--- src/rtl/bsra_ram.sv ---
`timescale 1ns / 1ps

module bsra_ram #(
    parameter int DEPTH = 8,
    parameter int WIDTH = 8
) (
    input  logic                                  clk,
    input  logic                                  we,
    input  logic [(DEPTH > 1 ? $clog2(DEPTH) : 1)-1:0] waddr,
    input  logic [WIDTH-1:0]                      wdata,
    input  logic                                  re,
    input  logic [(DEPTH > 1 ? $clog2(DEPTH) : 1)-1:0] raddr,
    output logic [WIDTH-1:0]                      rdata
);

    logic [WIDTH-1:0] mem [DEPTH];
    logic [WIDTH-1:0] rdata_reg;

    // One write port and one read port; read data arrives in the cycle after re.
    always_ff @(posedge clk)
    begin
        if (we)
        begin
            mem[waddr] <= wdata;
        end
        if (re)
        begin
            rdata_reg <= mem[raddr];
        end
    end

    assign rdata = rdata_reg;

endmodule

--- config.mk ---
export PLATFORM = sky130hd
export DESIGN_NAME = bsra_ram
export DESIGN_NICKNAME = d
export VERILOG_FILES = /design/src/rtl/bsra_ram.sv
export SDC_FILE = /design/constraint.sdc
export NUM_CORES = 1
export LEC_CHECK = 0
export ABC_AREA = 1
export BUFFER_PORTS_ARGS = -buffer_cell sky130_fd_sc_hd__buf_2
export CORE_MARGIN = 2
export CORE_UTILIZATION = 59
export DETAILED_ROUTE_END_ITERATION = 10
export PLACE_DENSITY_LB_ADDON = 0.05
export SLEW_MARGIN = 5
export SYNTH_ARGS = -nofsm -noshare
export SYNTH_HDL_FRONTEND = slang
export SYNTH_SLANG_ARGS = --single-unit
export TNS_END_PERCENT = 5
--- constraint.sdc ---
create_clock -name clk -period 1.3 [get_ports clk]
set_input_delay 0.195 -clock clk [delete_from_list [all_inputs] [get_ports clk]]
set_output_delay 0.195 -clock clk [all_outputs]
set_load 0.05 [all_outputs]
==> impl_metrics.toml, run 1 <==
[worst_setup_path]
cp_slowest_cell = "edfxtp_1"
worstSetupPathType = "flop to output port"
cpLargestDelayFamily = "flip-flops"
cp.required_ps = 1110
path_buf_inv = 1
critical_path.cell_chain = "buf_2"
worstSetupEndpointType = "output port"
critPathMaxFanout = 1
worstPathArrival_ps = 980
start_kind = "flop"
cpPeakStageDelay_ps = 410

[grt]
grtUsageTotal_pct = 22.0
grt_overflow = 0
antenna_found_initial = 0
grt_pass1_vias = 1931
grt_start_max_net_pins = 33
grt_pass1_wl_mm = 9.52

[clock_network]
clkLatencyLatePin_ps = 340
post_cts_buffers = 0
clock-sinks = 72
cts-buffers-inserted = 9
cts_resized = 0
cts-root-buf = "clkbuf_8"
cts_tree = "done"
clkSlewWorstSetupHoldPaths_ps = 70
htree_num_levels = 3
clk_path_buf_depth = 2
holdBufCountCts = 0

[drt]
drc_errors = 0
ant_nets = 0
detail_route.iter0.violations = 131
viasPerCell = 4.68
wl_per_cell_um = 13.9
vias = 1937
dr.pass1.iters = 5
wl_mm = 5.74

[timing]
max_freq_ghz = 0.851
rsz0062_at_grt = "false"
period_minus_slack_ps = 1170
finalSetupViolCount = 0
hold_viol = 0
fin_crit_sh_pct = 90.3
fin_worst_skew_ps = 8.73
worstMarginPinSlew_ps = 364
drv_slew = 0
slew_headroom_pct = 75.7

[floorplanning]
pin_count = 25
die_w_um = 76.8
initial_core_util_pct = 61.3
die_area_sq_um = 5900
coreArea_sq_um = 5110
rows = 26
die-height_um = 76.8

[final_layout]
drive_above_1_share_pct = 14.2
antenna_cells = 0
syn_to_final_growth_pct = 12.5
largest_reg_flops = 64
fin_nets = 356
fin_cells = 414

[synthesis]
yosys.area.top_type = "edfxtp_1"
netlist_area_sq_um = 3130
ys_ff_latch = 72
synth-seq-area-share_pct = 69.1
ys_warn_count = 0
synth_cell_types = 10
syn_area_per_cell_sq_um = 10.3
synth_top_area_share_pct = 69.1
syn-num-nets = 320
synth.top_cells.by_area = "edfxtp_1, nand2_1, inv_1, nand3_1, buf_6"
synthCells = 303

[power_and_ir_drop]
leakage_nw = 1.65
power_mw = 4.70
peakVddDrop_mv = 1.25
powerDensity_nw_per_um2 = 1330

[placed_design]
dpl.cell_count = 398
dp_hpwl_mm = 3.64
place_congestion = 0.776
numPortBuffers = 24

[run]
drv_cap = 0

[run_status]
status = "finished clean"

[worst_hold_path]
hold_path_class = "input pin to flop"
## worst paths after layout
check                           depth (start not counted)  slack, ps                  end                start
worst min register to register                          6        700   rdata[4]$_DFFE_PP_  mem[4][4]$_DFFE_PP_
worst max register to register                          6        320   rdata[3]$_DFFE_PP_  mem[3][3]$_DFFE_PP_
worst max-delay path                                    1        130             rdata[6]   rdata[6]$_DFFE_PP_
worst min-delay path                                    1        120  mem[1][2]$_DFFE_PP_             wdata[2]
## final cells by class
class / instances / area [sq um]
Clock buffer: 12 / 135
Timing Repair Buffer: 36 / 223
Tap cell: 70 / 87.6
Multi-Input combinational cell: 150 / 603
Inverter: 70 / 265
Fill cell: 407 / 1590
Clock inverter: 4 / 45.0
Sequential cell: 72 / 2160
## kinds of logic after synthesis
logic type	synth area share (%)
DFF	69.1
buffers and inverters	11.7
and+or+nand+nor	19.3
## cells in the final DEF, fill, tap and decap left out, drive strengths merged
| cell | Yosys | final |
|---|---|---|
| inv | 70 | 70 |
| buf | 11 | 36 |
| bufinv | 0 | 1 |
| nand2 | 110 | 110 |
| clkinvlp | 0 | 1 |
| edfxtp | 72 | 72 |
| clkbuf | 0 | 12 |
| clkinv | 0 | 2 |
| nor2 | 8 | 8 |
| nand3 | 32 | 32 |
## Yosys cell counts
cell / instances
inv_4: 1
buf_4: 3
inv_1: 68
nand2_1: 110
buf_6: 6
buf_2: 2
inv_2: 1
edfxtp_1: 72
nor2_1: 8
nand3_1: 32
## metrics by stage
stage | utilization (%) | TNS, ps | hold slack (ps) | instance area (sq um) | setup slack, ps
after detailed placement | 65.4 | -22.3 | 476 | 3340 | -22.3
final | 68.9 | 0 | 122 | 3520 | 126
after global routing | 68.9 | 0 | 117 | 3520 | 95.8
after floorplan | - | 0 | 294 | 3130 | 230
after global placement | 65.4 | 0 | 467 | 3340 | 19.2
after CTS | 68.9 | 0 | 112 | 3520 | 112
## power breakdown
group	internal, mW	switching [mW]	leakage, nW	total (mW)
registers	2.65	0.0204	0.661	2.67
clock network	0.876	0.756	0.0857	1.63
logic	0.114	0.281	0.901	0.396
total	3.64	1.06	1.65	4.70
## routing by layer
| metal | part of all wire, % | up-vias | track usage [%] |
|---|---|---|---|
| met5 | 0 | - | 0 |
| met4 | 1.1 | 0 | 10.4 |
| met3 | 6.5 | 8 | 7.29 |
| met2 | 50 | 60 | 35.4 |
| met1 | 42 | 857 | 27.1 |
| li1 | - | 1012 | - |
Note: power is estimated with default switching activity, not from simulation.
==> run 2: changes to the inputs <==
--- a/config.mk
+++ b/config.mk
@@ -8,7 +8,7 @@
 export ABC_AREA = 1
 export BUFFER_PORTS_ARGS = -buffer_cell sky130_fd_sc_hd__buf_2
 export CORE_MARGIN = 2
-export CORE_UTILIZATION = 59
+export CORE_UTILIZATION = 63
 export DETAILED_ROUTE_END_ITERATION = 10
 export PLACE_DENSITY_LB_ADDON = 0.05
 export SLEW_MARGIN = 5
==> constraint.sdc (replaced) <==
create_clock -name clk -period 1.4 [get_ports clk]
set_input_delay 0.21 -clock clk [delete_from_list [all_inputs] [get_ports clk]]
set_output_delay 0.21 -clock clk [all_outputs]
set_load 0.05 [all_outputs]
==> run 2 against run 1 <==
Against the previous run: critical path depth stayed put; power down 3.9%; final cell count shrank 0.72%; largest power group unchanged; sequential share of layout area fell by 0.41 points; combinational power decreased by 6.8%; global-route usage increased by 1.8 points; critical path type unchanged; largest cell class unchanged; register-to-register slack improved by 90 ps; via count grew 4.2%.
==> impl_metrics.toml, run 2 (synthesized netlist as in run 1, its figures left out) <==
[drt]
wl_mm = 5.82
detail_route.iter0.violations = 118
dr.pass1.iters = 4
ant_nets = 0
drc_errors = 0
viasPerCell = 4.91
wl_per_cell_um = 14.2
vias = 2018

[final_layout]
final_common_cell = "nand2_1"
largest_reg_flops = 64
drive_above_1_share_pct = 14.8
final_cell_mix = "nand2_1, edfxtp_1, inv_1"
antenna_cells = 0
fin_nets = 357
fillerInstances = 340
syn_to_final_growth_pct = 13.2

[timing]
fin_crit_sh_pct = 82.1
drv_slew = 0
setup_tns_ps = 0
fin_worst_skew_ps = 6.74
slew_headroom_pct = 76.7
max_freq_ghz = 0.871
rsz0062_at_grt = "false"
period_minus_slack_ps = 1150
timing.hold.ws_ps = 151
worstMarginPinSlew_ps = 350
finalSetupViolCount = 0
hold_viol = 0

[floorplanning]
die_area_sq_um = 5550
coreArea_sq_um = 4750
rows = 25
pin_count = 25
die_w_um = 74.5
die-height_um = 74.5
initial_core_util_pct = 65.8

[worst_setup_path]
worstSetupEndpointType = "output port"
start_kind = "flop"
worstPathArrival_ps = 940
path_buf_inv = 1
cp_slowest_cell = "edfxtp_1"
critPathMaxFanout = 1
cp.required_ps = 1190
cpLargestDelayFamily = "flip-flops"
worstSetupPathType = "flop to output port"
cpPeakStageDelay_ps = 380
critical_path.cell_chain = "buf_2"

[clock_network]
holdBufCountCts = 0
cts-root-buf = "clkbuf_8"
htree_num_levels = 3
cts_resized = 0
post_cts_buffers = 0
cts_tree = "done"
cts-buffers-inserted = 9
clkLatencyLatePin_ps = 330
clkSlewWorstSetupHoldPaths_ps = 70
clk_path_buf_depth = 2
clock-sinks = 72

[worst_hold_path]
hold_path_class = "input pin to flop"

[placed_design]
dp_hpwl_mm = 3.78
numPortBuffers = 24
place_congestion = 0.833

[grt]
grt_pass1_vias = 1967
grtUsageTotal_pct = 23.8
grt_start_max_net_pins = 33
grt_pass1_wl_mm = 9.20
grt_overflow = 0
antenna_found_initial = 0

[power_and_ir_drop]
leakage_nw = 1.67
power.share.clock_pct = 36.9
intPower_mw = 3.55
swShare_pct = 21.5
peakVddDrop_mv = 0.761
switchingPower_mw = 0.970
power_frac_comb_pct = 8.2
powerDensity_nw_per_um2 = 1270
seqPwrFrac_pct = 54.9

[run]
drv_cap = 0

[run_status]
status = "finished clean"
## run 2: worst reg2reg max path, delay by kind of cell, from the launching register on
family,cells,cell delay (ps)
flip-flops,1,390
AND/OR/NAND/NOR,5,290
buffers and inverters,1,60
## run 2: worst paths after layout
| check | startpoint | end | slack [ps] | depth (start not counted) |
|---|---|---|---|---|
| worst min-delay path | wdata[6] | mem[5][6]$_DFFE_PP_ | 150 | 1 |
| worst max-delay path | rdata[6]$_DFFE_PP_ | rdata[6] | 250 | 1 |
| worst max register to register | mem[1][7]$_DFFE_PP_ | rdata[7]$_DFFE_PP_ | 410 | 6 |
| worst min register to register | mem[1][4]$_DFFE_PP_ | rdata[4]$_DFFE_PP_ | 700 | 6 |
## run 2: area by class of cell
cell class	count	area, sq um	area share (%)
well taps	67	83.8	2.36
clock inverters	5	72.6	2.05
repair buffers	37	230	6.49
multi-input cells	150	603	17.0
clock buffers	10	128	3.60
inverters	70	265	7.48
flip-flops and latches	72	2160	61.0
## run 2: metal layers
metal / wire length (um) / GRT usage, % / vias up
met4: 77 / 12.1 / 0
met3: 331 / 6.23 / 8
met5: 0 / 0 / -
li1: - / - / 1015
met1: 2330 / 28.6 / 932
met2: 3080 / 39.9 / 63
## run 2: power groups by stage
| stage | Clock [mW] | Sequential (mW) | Combinational [mW] |
|---|---|---|---|
| after detailed placement | 0 | 2.53 | 0.369 |
| after floorplan | 0 | 2.59 | 0.192 |
| after global routing | 1.77 | 2.48 | 0.411 |
| final | 1.67 | 2.48 | 0.369 |
| after CTS | 1.70 | 2.48 | 0.371 |
| after global placement | 0 | 2.52 | 0.362 |
## run 2: stage by stage
stage	setup WS (ps)	instances	cell area, sq um	utilization (%)	power, mW
5_1_grt	214	411	3540	74.6	4.67
3_5_place_dp	78.0	396	3340	70.3	2.90
2_1_floorplan	315	303	3130	-	2.78
3_3_place_gp	107	396	3340	70.3	2.89
4_1_cts	218	411	3540	74.6	4.55
6_report	251	411	3540	74.6	4.52
==> run 3: changes to the inputs <==
--- a/config.mk
+++ b/config.mk
@@ -8,7 +8,7 @@
 export ABC_AREA = 1
 export BUFFER_PORTS_ARGS = -buffer_cell sky130_fd_sc_hd__buf_2
 export CORE_MARGIN = 2
-export CORE_UTILIZATION = 63
+export CORE_UTILIZATION = 53
 export DETAILED_ROUTE_END_ITERATION = 10
 export PLACE_DENSITY_LB_ADDON = 0.05
 export SLEW_MARGIN = 5
==> constraint.sdc (replaced) <==
create_clock -name clk -period 1 [get_ports clk]
set_input_delay 0.15 -clock clk [delete_from_list [all_inputs] [get_ports clk]]
set_output_delay 0.15 -clock clk [all_outputs]
set_load 0.05 [all_outputs]
==> run 3 against run 2 <==
Against the previous run: the run now ends with negative setup slack left; die area up 18%; power up 39%; worst setup slack worse by 340 ps; non-clock buffer count up 9; core utilization down 8.1 points; critical endpoint unchanged; worst hold slack worse by 73 ps; largest power group unchanged; critical path type unchanged; clock-buffer cell count down 1.
==> impl_metrics.toml, run 3 (synthesized netlist as in run 1, its figures left out) <==
[final_layout]
multiInputGateArea_sq_um = 616
ff_latch_area_sq_um = 2160
final_common_cell = "nand2_1"
final_cell_mix = "nand2_1, edfxtp_1, inv_1"
fin_cells = 426
fillerInstances = 443
antenna_cells = 0
stdcell_area_sq_um = 3720
largest_reg_flops = 64
fin_nets = 366
drive_above_1_share_pct = 18.9
fin_util_pct = 66.4
syn_to_final_growth_pct = 19.0

[floorplanning]
die_w_um = 80.9
pin_count = 25
initial_core_util_pct = 55.8
rows = 27
coreArea_sq_um = 5610
die-height_um = 80.9
die_area_sq_um = 6540

[timing]
worstMarginPinSlew_ps = 344
rsz0062_at_grt = "true"
fin_crit_sh_pct = 109
slew_headroom_pct = 77.1
period_minus_slack_ps = 1090
hold_viol = 0
timing.hold.ws_ps = 77.9
max_freq_ghz = 0.920
setup_slack_ps = -86.5
setup_tns_ps = -403
fin_worst_skew_ps = 8.87
finalSetupViolCount = 8
drv_slew = 0

[grt]
antenna_found_initial = 0
grt_overflow = 0
grt_pass1_vias = 1992
grtUsageTotal_pct = 21.3
grt_start_max_net_pins = 33
grt_pass1_wl_mm = 9.69

[placed_design]
dpl_worst_slack_ps = -74.4
dpl.cell_count = 410
place_area_sq_um = 3470
place_congestion = 0.798
numPortBuffers = 24
dp_hpwl_mm = 3.88

[clock_network]
clk_path_buf_depth = 2
post_cts_buffers = 0
clock-sinks = 72
clkLatencyLatePin_ps = 340
holdBufCountCts = 0
clkSlewWorstSetupHoldPaths_ps = 80
cts_tree = "done"
htree_num_levels = 3
cts-buffers-inserted = 9
cts-root-buf = "clkbuf_8"

[power_and_ir_drop]
power_mw = 6.29
leakage_nw = 1.74
seqPwrFrac_pct = 55.2
swShare_pct = 23.5
peakVddDrop_mv = 1.47
switchingPower_mw = 1.48
intPower_mw = 4.81
power_frac_comb_pct = 9.7
powerDensity_nw_per_um2 = 1690
power.share.clock_pct = 35.1

[drt]
wl_mm = 6.06
wl_per_cell_um = 14.2
detail_route.iter0.violations = 131
vias = 2002
ant_nets = 0
viasPerCell = 4.70
drc_errors = 0
dr.pass1.iters = 5

[run_status]
violations = "negative setup slack"
status = "complete, but fails checks"

[worst_setup_path]
cpPeakStageDelay_ps = 420
critPathMaxFanout = 1
cp.required_ps = 850
path_buf_inv = 1
worstPathArrival_ps = 940
critical_path.cell_chain = "buf_6"
worstSetupPathType = "flop to output port"
cpLargestDelayFamily = "flip-flops"
start_kind = "flop"
worstSetupEndpointType = "output port"
cp_slowest_cell = "edfxtp_1"

[worst_hold_path]
hold_path_class = "input pin to flop"

[run]
drv_cap = 0
-- run 3: cell types whose count changed in the layout (fill, tap and decap cells not counted), sizes merged --
cell | before | now
buf | 37 | 46
clkinvlp | 0 | 3
clkinv | 3 | 2
bufinv | 2 | 1
clkbuf | 10 | 9
inv | 70 | 71
-- run 3: path summary, 6_finish.rpt --
check                                         start                   to  slack, ps  cells past startpoint
worst max-delay path             rdata[6]$_DFFE_PP_             rdata[6]        -90                      1
worst min-delay path                       wdata[5]  mem[1][5]$_DFFE_PP_         80                      1
worst max register to register  mem[2][6]$_DFFE_PP_   rdata[6]$_DFFE_PP_         10                      6
worst min register to register  mem[2][2]$_DFFE_PP_   rdata[2]$_DFFE_PP_        700                      6
-- run 3: area by class of cell --
class,count,area share (%)
clock buffers,9,3.33
clock inverters,7,1.88
inverters,70,7.12
multi-input cells,150,16.5
flip-flops and latches,72,58.0
well taps,72,2.42
repair buffers,46,10.7
-- run 3: routing by layer --
layer | global-route usage, % | part of all wire [%] | up-vias
met5 | 0 | 0 | -
met4 | 11.4 | 2.0 | 0
met3 | 4.33 | 3.8 | 12
met2 | 34.5 | 50 | 40
met1 | 27.1 | 45 | 918
li1 | - | - | 1032
-- run 3: timing repair --
action                                 in CTS  in global routing
gates resized for setup                    17                  3
setup endpoints to repair                   9                 16
endpoints found under the hold margin       0                  0
pin swaps                                   0                 11
-- run 3: power groups by stage --
| stage | sequential [mW] | combinational [mW] | clock, mW |
|---|---|---|---|
| global route | 3.49 | 0.675 | 2.35 |
| global placement | 3.54 | 0.566 | 0 |
| detailed placement | 3.54 | 0.576 | 0 |
| CTS | 3.48 | 0.611 | 2.24 |
| floorplan | 3.63 | 0.269 | 0 |
| finish | 3.48 | 0.609 | 2.21 |
