===== src/rtl/bsra_pkg.sv =====
`timescale 1ns / 1ps

package bsra_pkg;

    // Fixed field widths of the request and result beats.
    localparam int FUNC_W   = 1;
    localparam int SET_W    = 3;
    localparam int SLOT_W   = 6;
    localparam int KIND_W   = 3;
    localparam int ID_W     = 16;
    localparam int STATUS_W = 2;

    // Width that holds first_slot + slot_count without overflow.
    localparam int SPAN_W = SLOT_W + 1;

    // Request function codes.
    localparam logic [FUNC_W-1:0] FUNC_RESERVE  = 1'b0;
    localparam logic [FUNC_W-1:0] FUNC_ALLOCATE = 1'b1;

    // Result status codes.
    typedef enum logic [STATUS_W-1:0] {
        ST_OK       = 2'd0,
        ST_PAST_END = 2'd1,
        ST_CLASH    = 2'd2,
        ST_NO_RUN   = 2'd3
    } status_t;

    // One result beat as handed from the sequencer to the output stage.
    typedef struct packed {
        status_t             status;
        logic [SLOT_W-1:0]   base;
    } res_t;

endpackage


===== src/rtl/bsra_ctrl.sv =====
`timescale 1ns / 1ps

module bsra_ctrl #(
    parameter int MAX_SLOTS  = 32,
    parameter int NUM_SETS   = 8,
    parameter int OWNER_BITS = 16,
    localparam int IDX_W   = (MAX_SLOTS > 1) ? $clog2(MAX_SLOTS) : 1,
    localparam int OFF_W   = IDX_W,
    localparam int OWN_W   = (OWNER_BITS < bsra_pkg::ID_W) ? OWNER_BITS : bsra_pkg::ID_W,
    localparam int ATTR_W  = bsra_pkg::KIND_W + OWN_W + OFF_W,
    localparam int DEPTH   = NUM_SETS * MAX_SLOTS,
    localparam int AW      = (DEPTH > 1) ? $clog2(DEPTH) : 1,
    localparam int ROW_AW  = (NUM_SETS > 1) ? $clog2(NUM_SETS) : 1
) (
    input  logic                          clk,
    input  logic                          rst_n,
    // Request channel.
    input  logic                          in_valid,
    output logic                          in_stall,
    input  logic [bsra_pkg::FUNC_W-1:0]   func,
    input  logic [bsra_pkg::SET_W-1:0]    set_index,
    input  logic [bsra_pkg::SLOT_W-1:0]   first_slot,
    input  logic [bsra_pkg::SLOT_W-1:0]   slot_count,
    input  logic [bsra_pkg::KIND_W-1:0]   owner_kind,
    input  logic [bsra_pkg::ID_W-1:0]     owner_id,
    // Occupancy row memory, one row of taken bits per set.
    output logic                          row_we,
    output logic [ROW_AW-1:0]             row_waddr,
    output logic [MAX_SLOTS-1:0]          row_wdata,
    output logic                          row_re,
    output logic [ROW_AW-1:0]             row_raddr,
    input  logic [MAX_SLOTS-1:0]          row_rdata,
    // Slot attribute memory: kind, owner and offset per slot.
    output logic                          attr_we,
    output logic [AW-1:0]                 attr_waddr,
    output logic [ATTR_W-1:0]             attr_wdata,
    output logic                          attr_re,
    output logic [AW-1:0]                 attr_raddr,
    input  logic [ATTR_W-1:0]             attr_rdata,
    // Finished result toward the output stage.
    output logic                          res_valid,
    output bsra_pkg::res_t                res,
    input  logic                          res_take
);

    localparam int CNT_W = $clog2(MAX_SLOTS + 1);

    typedef enum logic [2:0] {
        CLEAR,
        IDLE,
        LOAD,
        RES,
        SCAN,
        CLAIM,
        WB,
        DONE
    } state_t;

    state_t state_reg, state_next;
    logic [ROW_AW-1:0] clr_idx_reg, clr_idx_next;

    // Request and working registers (no reset needed).
    logic [bsra_pkg::FUNC_W-1:0] func_reg, func_next;
    logic [ROW_AW-1:0]           set_reg, set_next;
    logic [bsra_pkg::SLOT_W-1:0] first_reg, first_next;
    logic [CNT_W-1:0]            count_reg, count_next;
    logic [bsra_pkg::KIND_W-1:0] kind_reg, kind_next;
    logic [OWN_W-1:0]            owner_reg, owner_next;
    logic [AW-1:0]               base_reg, base_next;
    logic [MAX_SLOTS-1:0]        row_reg, row_next;
    logic [CNT_W-1:0]            idx_reg, idx_next;
    logic                        chk_valid_reg, chk_valid_next;
    logic [CNT_W-1:0]            chk_idx_reg, chk_idx_next;
    logic [CNT_W-1:0]            end_reg, end_next;
    logic [CNT_W-1:0]            run_start_reg, run_start_next;
    logic [CNT_W-1:0]            run_len_reg, run_len_next;
    bsra_pkg::status_t           res_status_reg, res_status_next;
    logic [bsra_pkg::SLOT_W-1:0] res_base_reg, res_base_next;

    // Decoded helpers.
    logic                        in_accept;
    logic                        set_ok;
    logic [bsra_pkg::SPAN_W-1:0] span_end;
    logic [IDX_W-1:0]            chk_slot;
    logic [IDX_W-1:0]            idx_slot;
    logic [IDX_W-1:0]            wr_slot;
    logic [OFF_W-1:0]            chk_off;
    logic [OFF_W-1:0]            claim_off;
    logic [bsra_pkg::KIND_W-1:0] rd_kind;
    logic [OWN_W-1:0]            rd_owner;
    logic [OFF_W-1:0]            rd_off;
    logic                        mismatch;

    assign in_stall  = (state_reg != IDLE);
    assign in_accept = in_valid && !in_stall;
    assign set_ok    = (32'(set_index) < 32'(NUM_SETS));
    assign span_end  = bsra_pkg::SPAN_W'(first_slot) + bsra_pkg::SPAN_W'(slot_count);

    assign chk_slot  = chk_idx_reg[IDX_W-1:0];
    assign idx_slot  = idx_reg[IDX_W-1:0];
    assign wr_slot   = (state_reg == CLAIM) ? idx_slot : chk_slot;
    assign chk_off   = OFF_W'(chk_idx_reg - CNT_W'(first_reg));
    assign claim_off = OFF_W'(idx_reg - run_start_reg);

    // Stored attributes of the slot under check.
    assign rd_kind   = attr_rdata[ATTR_W-1 -: bsra_pkg::KIND_W];
    assign rd_owner  = attr_rdata[OFF_W +: OWN_W];
    assign rd_off    = attr_rdata[OFF_W-1:0];
    assign mismatch  = (rd_kind != kind_reg) || (rd_owner != owner_reg) || (rd_off != chk_off);

    assign res_valid  = (state_reg == DONE);
    assign res.status = res_status_reg;
    assign res.base   = res_base_reg;

    // Sequencer: next state, working registers and memory accesses.
    always_comb
    begin
        state_next      = state_reg;
        clr_idx_next    = clr_idx_reg;
        func_next       = func_reg;
        set_next        = set_reg;
        first_next      = first_reg;
        count_next      = count_reg;
        kind_next       = kind_reg;
        owner_next      = owner_reg;
        base_next       = base_reg;
        row_next        = row_reg;
        idx_next        = idx_reg;
        chk_valid_next  = 1'b0;
        chk_idx_next    = chk_idx_reg;
        end_next        = end_reg;
        run_start_next  = run_start_reg;
        run_len_next    = run_len_reg;
        res_status_next = res_status_reg;
        res_base_next   = res_base_reg;

        row_we     = 1'b0;
        row_waddr  = set_reg;
        row_wdata  = row_reg;
        row_re     = 1'b0;
        row_raddr  = ROW_AW'(set_index);
        attr_we    = 1'b0;
        attr_waddr = base_reg + AW'(chk_idx_reg);
        attr_wdata = {kind_reg, owner_reg, chk_off};
        attr_re    = 1'b0;
        attr_raddr = base_reg + AW'(idx_reg);

        unique case (state_reg)
            CLEAR:
            begin
                // Empty one set row per cycle after reset.
                row_we    = 1'b1;
                row_waddr = clr_idx_reg;
                row_wdata = '0;
                clr_idx_next = clr_idx_reg + ROW_AW'(1);
                if (clr_idx_reg == ROW_AW'(NUM_SETS - 1))
                begin
                    state_next = IDLE;
                end
            end

            IDLE:
            begin
                if (in_accept)
                begin
                    func_next  = func;
                    set_next   = ROW_AW'(set_index);
                    first_next = first_slot;
                    count_next = CNT_W'(slot_count);
                    kind_next  = owner_kind;
                    owner_next = owner_id[OWN_W-1:0];
                    base_next  = AW'(32'(set_index) * 32'(MAX_SLOTS));
                    end_next   = CNT_W'(span_end);
                    row_re     = 1'b1;
                    if (func == bsra_pkg::FUNC_RESERVE)
                    begin
                        res_base_next = first_slot;
                        if (!set_ok || (span_end > bsra_pkg::SPAN_W'(MAX_SLOTS)))
                        begin
                            res_status_next = bsra_pkg::ST_PAST_END;
                            state_next      = DONE;
                        end
                        else if (slot_count == '0)
                        begin
                            res_status_next = bsra_pkg::ST_OK;
                            state_next      = DONE;
                        end
                        else
                        begin
                            state_next = LOAD;
                        end
                    end
                    else
                    begin
                        res_base_next = '0;
                        if (!set_ok ||
                            (bsra_pkg::SPAN_W'(slot_count) > bsra_pkg::SPAN_W'(MAX_SLOTS)))
                        begin
                            res_status_next = bsra_pkg::ST_NO_RUN;
                            state_next      = DONE;
                        end
                        else if (slot_count == '0)
                        begin
                            res_status_next = bsra_pkg::ST_OK;
                            state_next      = DONE;
                        end
                        else
                        begin
                            state_next = LOAD;
                        end
                    end
                end
            end

            LOAD:
            begin
                // The set's taken bits arrive from the row memory.
                row_next      = row_rdata;
                run_start_next = '0;
                run_len_next   = '0;
                if (func_reg == bsra_pkg::FUNC_RESERVE)
                begin
                    idx_next   = CNT_W'(first_reg);
                    state_next = RES;
                end
                else
                begin
                    idx_next   = '0;
                    state_next = SCAN;
                end
            end

            RES:
            begin
                // Read stage: fetch the attributes of the next slot of the range.
                if (idx_reg < end_reg)
                begin
                    attr_re        = 1'b1;
                    chk_valid_next = 1'b1;
                    chk_idx_next   = idx_reg;
                    idx_next       = idx_reg + CNT_W'(1);
                end
                // Check stage: claim a free slot or compare a held one.
                if (chk_valid_reg)
                begin
                    if (!row_reg[chk_slot])
                    begin
                        attr_we           = 1'b1;
                        row_next[chk_slot] = 1'b1;
                    end
                    if (row_reg[chk_slot] && mismatch)
                    begin
                        res_status_next = bsra_pkg::ST_CLASH;
                        chk_valid_next  = 1'b0;
                        state_next      = WB;
                    end
                    else if ((chk_idx_reg + CNT_W'(1)) == end_reg)
                    begin
                        res_status_next = bsra_pkg::ST_OK;
                        chk_valid_next  = 1'b0;
                        state_next      = WB;
                    end
                end
            end

            SCAN:
            begin
                // First fit: walk the taken bits, tracking the current free run.
                idx_next = idx_reg + CNT_W'(1);
                if (row_reg[idx_slot])
                begin
                    run_start_next = idx_reg + CNT_W'(1);
                    run_len_next   = '0;
                    if (idx_reg == CNT_W'(MAX_SLOTS - 1))
                    begin
                        res_status_next = bsra_pkg::ST_NO_RUN;
                        state_next      = DONE;
                    end
                end
                else if ((run_len_reg + CNT_W'(1)) == count_reg)
                begin
                    end_next      = run_start_reg + count_reg;
                    idx_next      = run_start_reg;
                    res_base_next = bsra_pkg::SLOT_W'(run_start_reg);
                    state_next    = CLAIM;
                end
                else
                begin
                    run_len_next = run_len_reg + CNT_W'(1);
                    if (idx_reg == CNT_W'(MAX_SLOTS - 1))
                    begin
                        res_status_next = bsra_pkg::ST_NO_RUN;
                        state_next      = DONE;
                    end
                end
            end

            CLAIM:
            begin
                // Claim the found run one slot per cycle, offsets from zero.
                attr_we            = 1'b1;
                attr_waddr         = base_reg + AW'(idx_reg);
                attr_wdata         = {kind_reg, owner_reg, claim_off};
                row_next[idx_slot] = 1'b1;
                idx_next           = idx_reg + CNT_W'(1);
                if ((idx_reg + CNT_W'(1)) == end_reg)
                begin
                    res_status_next = bsra_pkg::ST_OK;
                    state_next      = WB;
                end
            end

            WB:
            begin
                // Write the updated taken bits back to the set's row.
                row_we     = 1'b1;
                state_next = DONE;
            end

            DONE:
            begin
                if (res_take)
                begin
                    state_next = IDLE;
                end
            end

            default:
            begin
                state_next = IDLE;
            end
        endcase
    end

    // State, clear counter and check-valid flag.
    always_ff @(posedge clk or negedge rst_n)
    begin
        if (!rst_n)
        begin
            state_reg     <= CLEAR;
            clr_idx_reg   <= '0;
            chk_valid_reg <= 1'b0;
        end
        else
        begin
            state_reg     <= state_next;
            clr_idx_reg   <= clr_idx_next;
            chk_valid_reg <= chk_valid_next;
        end
    end

    // Request and working datapath registers.
    always_ff @(posedge clk)
    begin
        func_reg       <= func_next;
        set_reg        <= set_next;
        first_reg      <= first_next;
        count_reg      <= count_next;
        kind_reg       <= kind_next;
        owner_reg      <= owner_next;
        base_reg       <= base_next;
        row_reg        <= row_next;
        idx_reg        <= idx_next;
        chk_idx_reg    <= chk_idx_next;
        end_reg        <= end_next;
        run_start_reg  <= run_start_next;
        run_len_reg    <= run_len_next;
        res_status_reg <= res_status_next;
        res_base_reg   <= res_base_next;
    end

`ifndef SYNTH
    a_write_free_slot: assert property (@(posedge clk) disable iff (!rst_n)
        attr_we |-> !row_reg[wr_slot])
        else $error("Attribute write to a slot that is already taken.");

    a_run_below_count: assert property (@(posedge clk) disable iff (!rst_n)
        (state_reg == SCAN) |-> (run_len_reg < count_reg))
        else $error("Free run grew to the request size without a claim.");

    a_check_in_range: assert property (@(posedge clk) disable iff (!rst_n)
        ((state_reg == RES) && chk_valid_reg) |-> (chk_idx_reg < end_reg))
        else $error("Reserve check beyond the requested range.");

    a_clear_quiet: assert property (@(posedge clk) disable iff (!rst_n)
        (state_reg == CLEAR) |-> (!attr_we && !res_valid && in_stall))
        else $error("Activity during the reset clearing pass.");

    a_done_to_idle: assert property (@(posedge clk) disable iff (!rst_n)
        (res_valid && res_take) |=> (state_reg == IDLE))
        else $error("Sequencer did not return to idle after handing off a result.");
`endif

endmodule


===== config.mk =====
export PLATFORM = sky130hd
export DESIGN_NAME = bsra_ctrl
export DESIGN_NICKNAME = d
export VERILOG_FILES = /design/src/rtl/bsra_pkg.sv /design/src/rtl/bsra_ctrl.sv
export SDC_FILE = /design/constraint.sdc
export NUM_CORES = 1
export LEC_CHECK = 0
export ABC_AREA = 1
export CORE_MARGIN = 4
export CORE_UTILIZATION = 49
export DETAILED_ROUTE_END_ITERATION = 6
export DONT_BUFFER_PORTS = 1
export PLACE_DENSITY = 0.68
export SETUP_SLACK_MARGIN = 0.3
export SKIP_LAST_GASP = 1
export SYNTH_ARGS = -nofsm -noshare
export SYNTH_HDL_FRONTEND = slang
export SYNTH_SLANG_ARGS = --single-unit

===== constraint.sdc =====
create_clock -name clk -period 8.07 [get_ports clk]
set_input_delay 0.4035 -clock clk [delete_from_list [all_inputs] [get_ports clk]]
set_output_delay 0.4035 -clock clk [all_outputs]
set_load 0.02 [all_outputs]

==> impl_metrics.env <==
export IMPL_fin_crit_ps=3300
export IMPL_synth_seq_cells=112
export IMPL_status="finished clean"
export IMPL_min_delay_path_depth=0
export IMPL_grt_start_max_net_pins=46
export IMPL_yosys_cell_types_count=46
export IMPL_async_reset_ff_share_pct=6.25
export IMPL_power_density_nw_per_um2=428
export IMPL_required_ps=7670
export IMPL_switching_share_pct=52.4
export IMPL_slowest_delay_ps=700
export IMPL_clk_latency_ps=360
export IMPL_grt_setup_unrepaired="no"
export IMPL_worstReg2RegStart="chk_idx_reg[0]$_DFFE_PP_"
export IMPL_hold_violations=0
export IMPL_final_antenna_net_count=0
export IMPL_p_comb_share_pct=54.3
export IMPL_grt_pass1_wl_um=35000
export IMPL_synth_edf_count=105
export IMPL_nets=1191
export IMPL_slowest_stage="edfxtp_1"
export IMPL_postSynthAreaPerCell_um2=7.61
export IMPL_hp_class="in -> reg"
export IMPL_largest_register_ffs=32
export IMPL_synthTopCellsByArea="edfxtp_1, nand2_1, inv_1"
export IMPL_fillCellCount=1571
export IMPL_drt_iter0_markers=583
export IMPL_p_clk_share_pct=11.9
export IMPL_path_delay_family="flip-flops"
export IMPL_htree_levels=3
export IMPL_ir_worst_vdd_mv=0.231
export IMPL_pin_count=187
export IMPL_core_area_um2=16100
export IMPL_dpl_cell_count=1256
export IMPL_portBuffers=0
export IMPL_path_class="reg -> out"
export IMPL_worstPathCellList="inv_2, ha_1, inv_1, fa_1, nand2_1, nand2_1, o21ai_0"
export IMPL_die_w_um=137
export IMPL_seqPwrFrac_pct=33.8
export IMPL_synthMostInstantiatedCell="nand2_1"
export IMPL_p_leak_nw=3.99
export IMPL_crit_top_cell="nand2_1"
export IMPL_synthFlopType="edfxtp_1"
export IMPL_worst_pin_slew_ps=938
export IMPL_groute_usage_overall_pct=24.1
export IMPL_first_pass_iters=5
export IMPL_p_int_mw=1.74
export IMPL_final_setup_tns_ps=0
export IMPL_post_drt_wl_per_cell_um=17.9
export IMPL_maxCapViolCount=0
export IMPL_cts_tree="yes"
export IMPL_drive_gt1_share_pct=4.07
export IMPL_skew_ps=8.87
export IMPL_drc=0
export IMPL_synthCells=1070
export IMPL_multiInputGateArea_um2=4000
export IMPL_final_max_slew_viol_count=0
export IMPL_synth_area_um2=8140
export IMPL_antenna_found_initial=0
export IMPL_clock_fmax_mhz=303
export IMPL_clkTransAtPathRegs_ps=80
export IMPL_place_gp_congestion=0.929
export IMPL_die_area_um2=18700
export IMPL_yosysTopAreaCellShare_pct=38.7
export IMPL_start_util_pct=50.7
export IMPL_netSwitchingPower_mw=1.92
export IMPL_die_h_um=137
export IMPL_antenna_cells=0
export IMPL_hold_end="count_reg[3]$_DFFE_PP_"
export IMPL_finalWirelength_um=22800
export IMPL_dp_hpwl_um=17800
export IMPL_cts_root_buf="clkbuf_16"
export IMPL_setup_viol=0
export IMPL_clk_path_buf_depth=2
export IMPL_grt_pass1_vias=6568
export IMPL_period_share_pct=40.8
export IMPL_reg2reg_to="res_status_reg[1]$_DFFE_PP_"
export IMPL_yosysTopAreaCell="edfxtp_1"
export IMPL_seq_area_um2=3330
export IMPL_gr_total_overflow=0
export IMPL_fin_cells=1273
export IMPL_arrival_ps=2890
export IMPL_power_mw=3.66
export IMPL_cp_start_kind="register"
export IMPL_ys_seq_area_share_pct=40.9
export IMPL_area_growth_pct=5.05
export IMPL_via_per_inst=5.51
export IMPL_numCtsBuffers=9
export IMPL_setup_worst_path_end_class="output pin"
export IMPL_yosysWarnings=0
export IMPL_num_rows=46
export IMPL_path_buf_inv=2
export IMPL_critPathMaxFanout=24
export IMPL_reg2reg_slack_ps=4780
export IMPL_cts_setup_buffers=0
export IMPL_via_count=7019
export IMPL_slew_limit_headroom_pct=36.8
export IMPL_worst_r2r_cell_count=15
export IMPL_clkSinkCount=112
export IMPL_min_from="slot_count[3]"
export IMPL_syn_nets=1209
export IMPL_ys_top_cells_by_count="nand2_1, inv_1, nor2_1"
-- layout make-up --
cell class,instances,share of cell area [%]
Tap cell,216,3.16
Inverter,162,7.17
Clock buffer,10,2.68
Clock inverter,6,0.643
Multi-Input combinational cell,759,46.7
Timing Repair Buffer,8,0.731
Sequential cell,112,38.9
-- per-layer routing --
layer | wire length (µm) | share of wire [%] | global-route usage [%] | up-vias
li1 | - | - | - | 3475
met5 | 0 | 0 | 0 | -
met4 | 486 | 2.1 | 8.15 | 0
met3 | 2080 | 9.1 | 5.44 | 33
met2 | 10700 | 47 | 39.8 | 290
met1 | 9460 | 42 | 31.2 | 3221
-- logic make-up after synthesis --
kind of cell / after synthesis / synth area share (%)
compound gates: 167 / 11.9
flops: 112 / 40.9
mux: 1 / 0.123
buf+inv: 199 / 10.1
fa+ha+maj: 44 / 7.13
simple gates: 509 / 25.8
xor+xnor: 38 / 4.09
-- power groups by stage --
stage               sequential, mW  combinational [mW]  clock (mW)
finish                        1.24                1.99       0.437
global route                  1.26                2.24       0.472
CTS                           1.23                1.98       0.448
detailed placement            1.24                1.98           0
global placement              1.24                1.95           0
floorplan                     1.13                1.64           0
-- layout by cell type (no fill, tap or decap), drive strengths merged --
cell type    count
o21bai           1
a21oi           51
nand2          311
edfxtp         105
xor2            23
dlygate4sd3      1
a22oi            9
mux2i            1
nand3b           4
o21a             1
nor4             1
o21ai           61
a31oi            8
a21boi           1
inv            161
o221ai           4
nand3           58
a221oi           6
o22ai           13
a41oi            1
xnor2           15
nand4           10
clkinv           6
dfrtp            7
fa               4
nor2           114
clkbuf          10
buf              7
clkinvlp         1
o211ai          10
o2111ai          1
nor3            11
ha              40
-- stage by stage --
stage                     util [%]  setup slack (ps)  hold WS (ps)  cell area, µm²
after global routing          53.3              4460           115            8560
after detailed placement      51.4              4760           108            8260
after CTS                     53.3              4760           117            8560
after global placement        51.4              4860           108            8260
after floorplan                  -              5040           108            8140
final                         53.3              4770           132            8560
-- timing repair --
item / 4_1_cts / 5_1_grt
gates resized for setup: 0 / 0
setup endpoints to repair: 0 / 0
hold endpoints to repair: 7 / 0
hold buffers: 1 / 0
-- how the worst max path moves through the flow --
stage | from | to | slack, ps | cells past startpoint
after floorplan | state_reg[2]$_DFFE_PN0P_ | count_reg[0]$_DFFE_PP_ | 5040 | 3
after global placement | chk_idx_reg[0]$_DFFE_PP_ | res_status_reg[0]$_DFFE_PP_ | 4860 | 15
after detailed placement | chk_idx_reg[0]$_DFFE_PP_ | res_status_reg[0]$_DFFE_PP_ | 4760 | 15
after CTS | chk_idx_reg[0]$_DFFE_PP_ | attr_wdata[2] | 4760 | 7
after global routing | chk_idx_reg[0]$_DFFE_PP_ | res_status_reg[1]$_DFFE_PP_ | 4460 | 15
final | chk_idx_reg[0]$_DFFE_PP_ | attr_wdata[2] | 4770 | 7
Note: power is estimated with default switching activity, not from simulation.
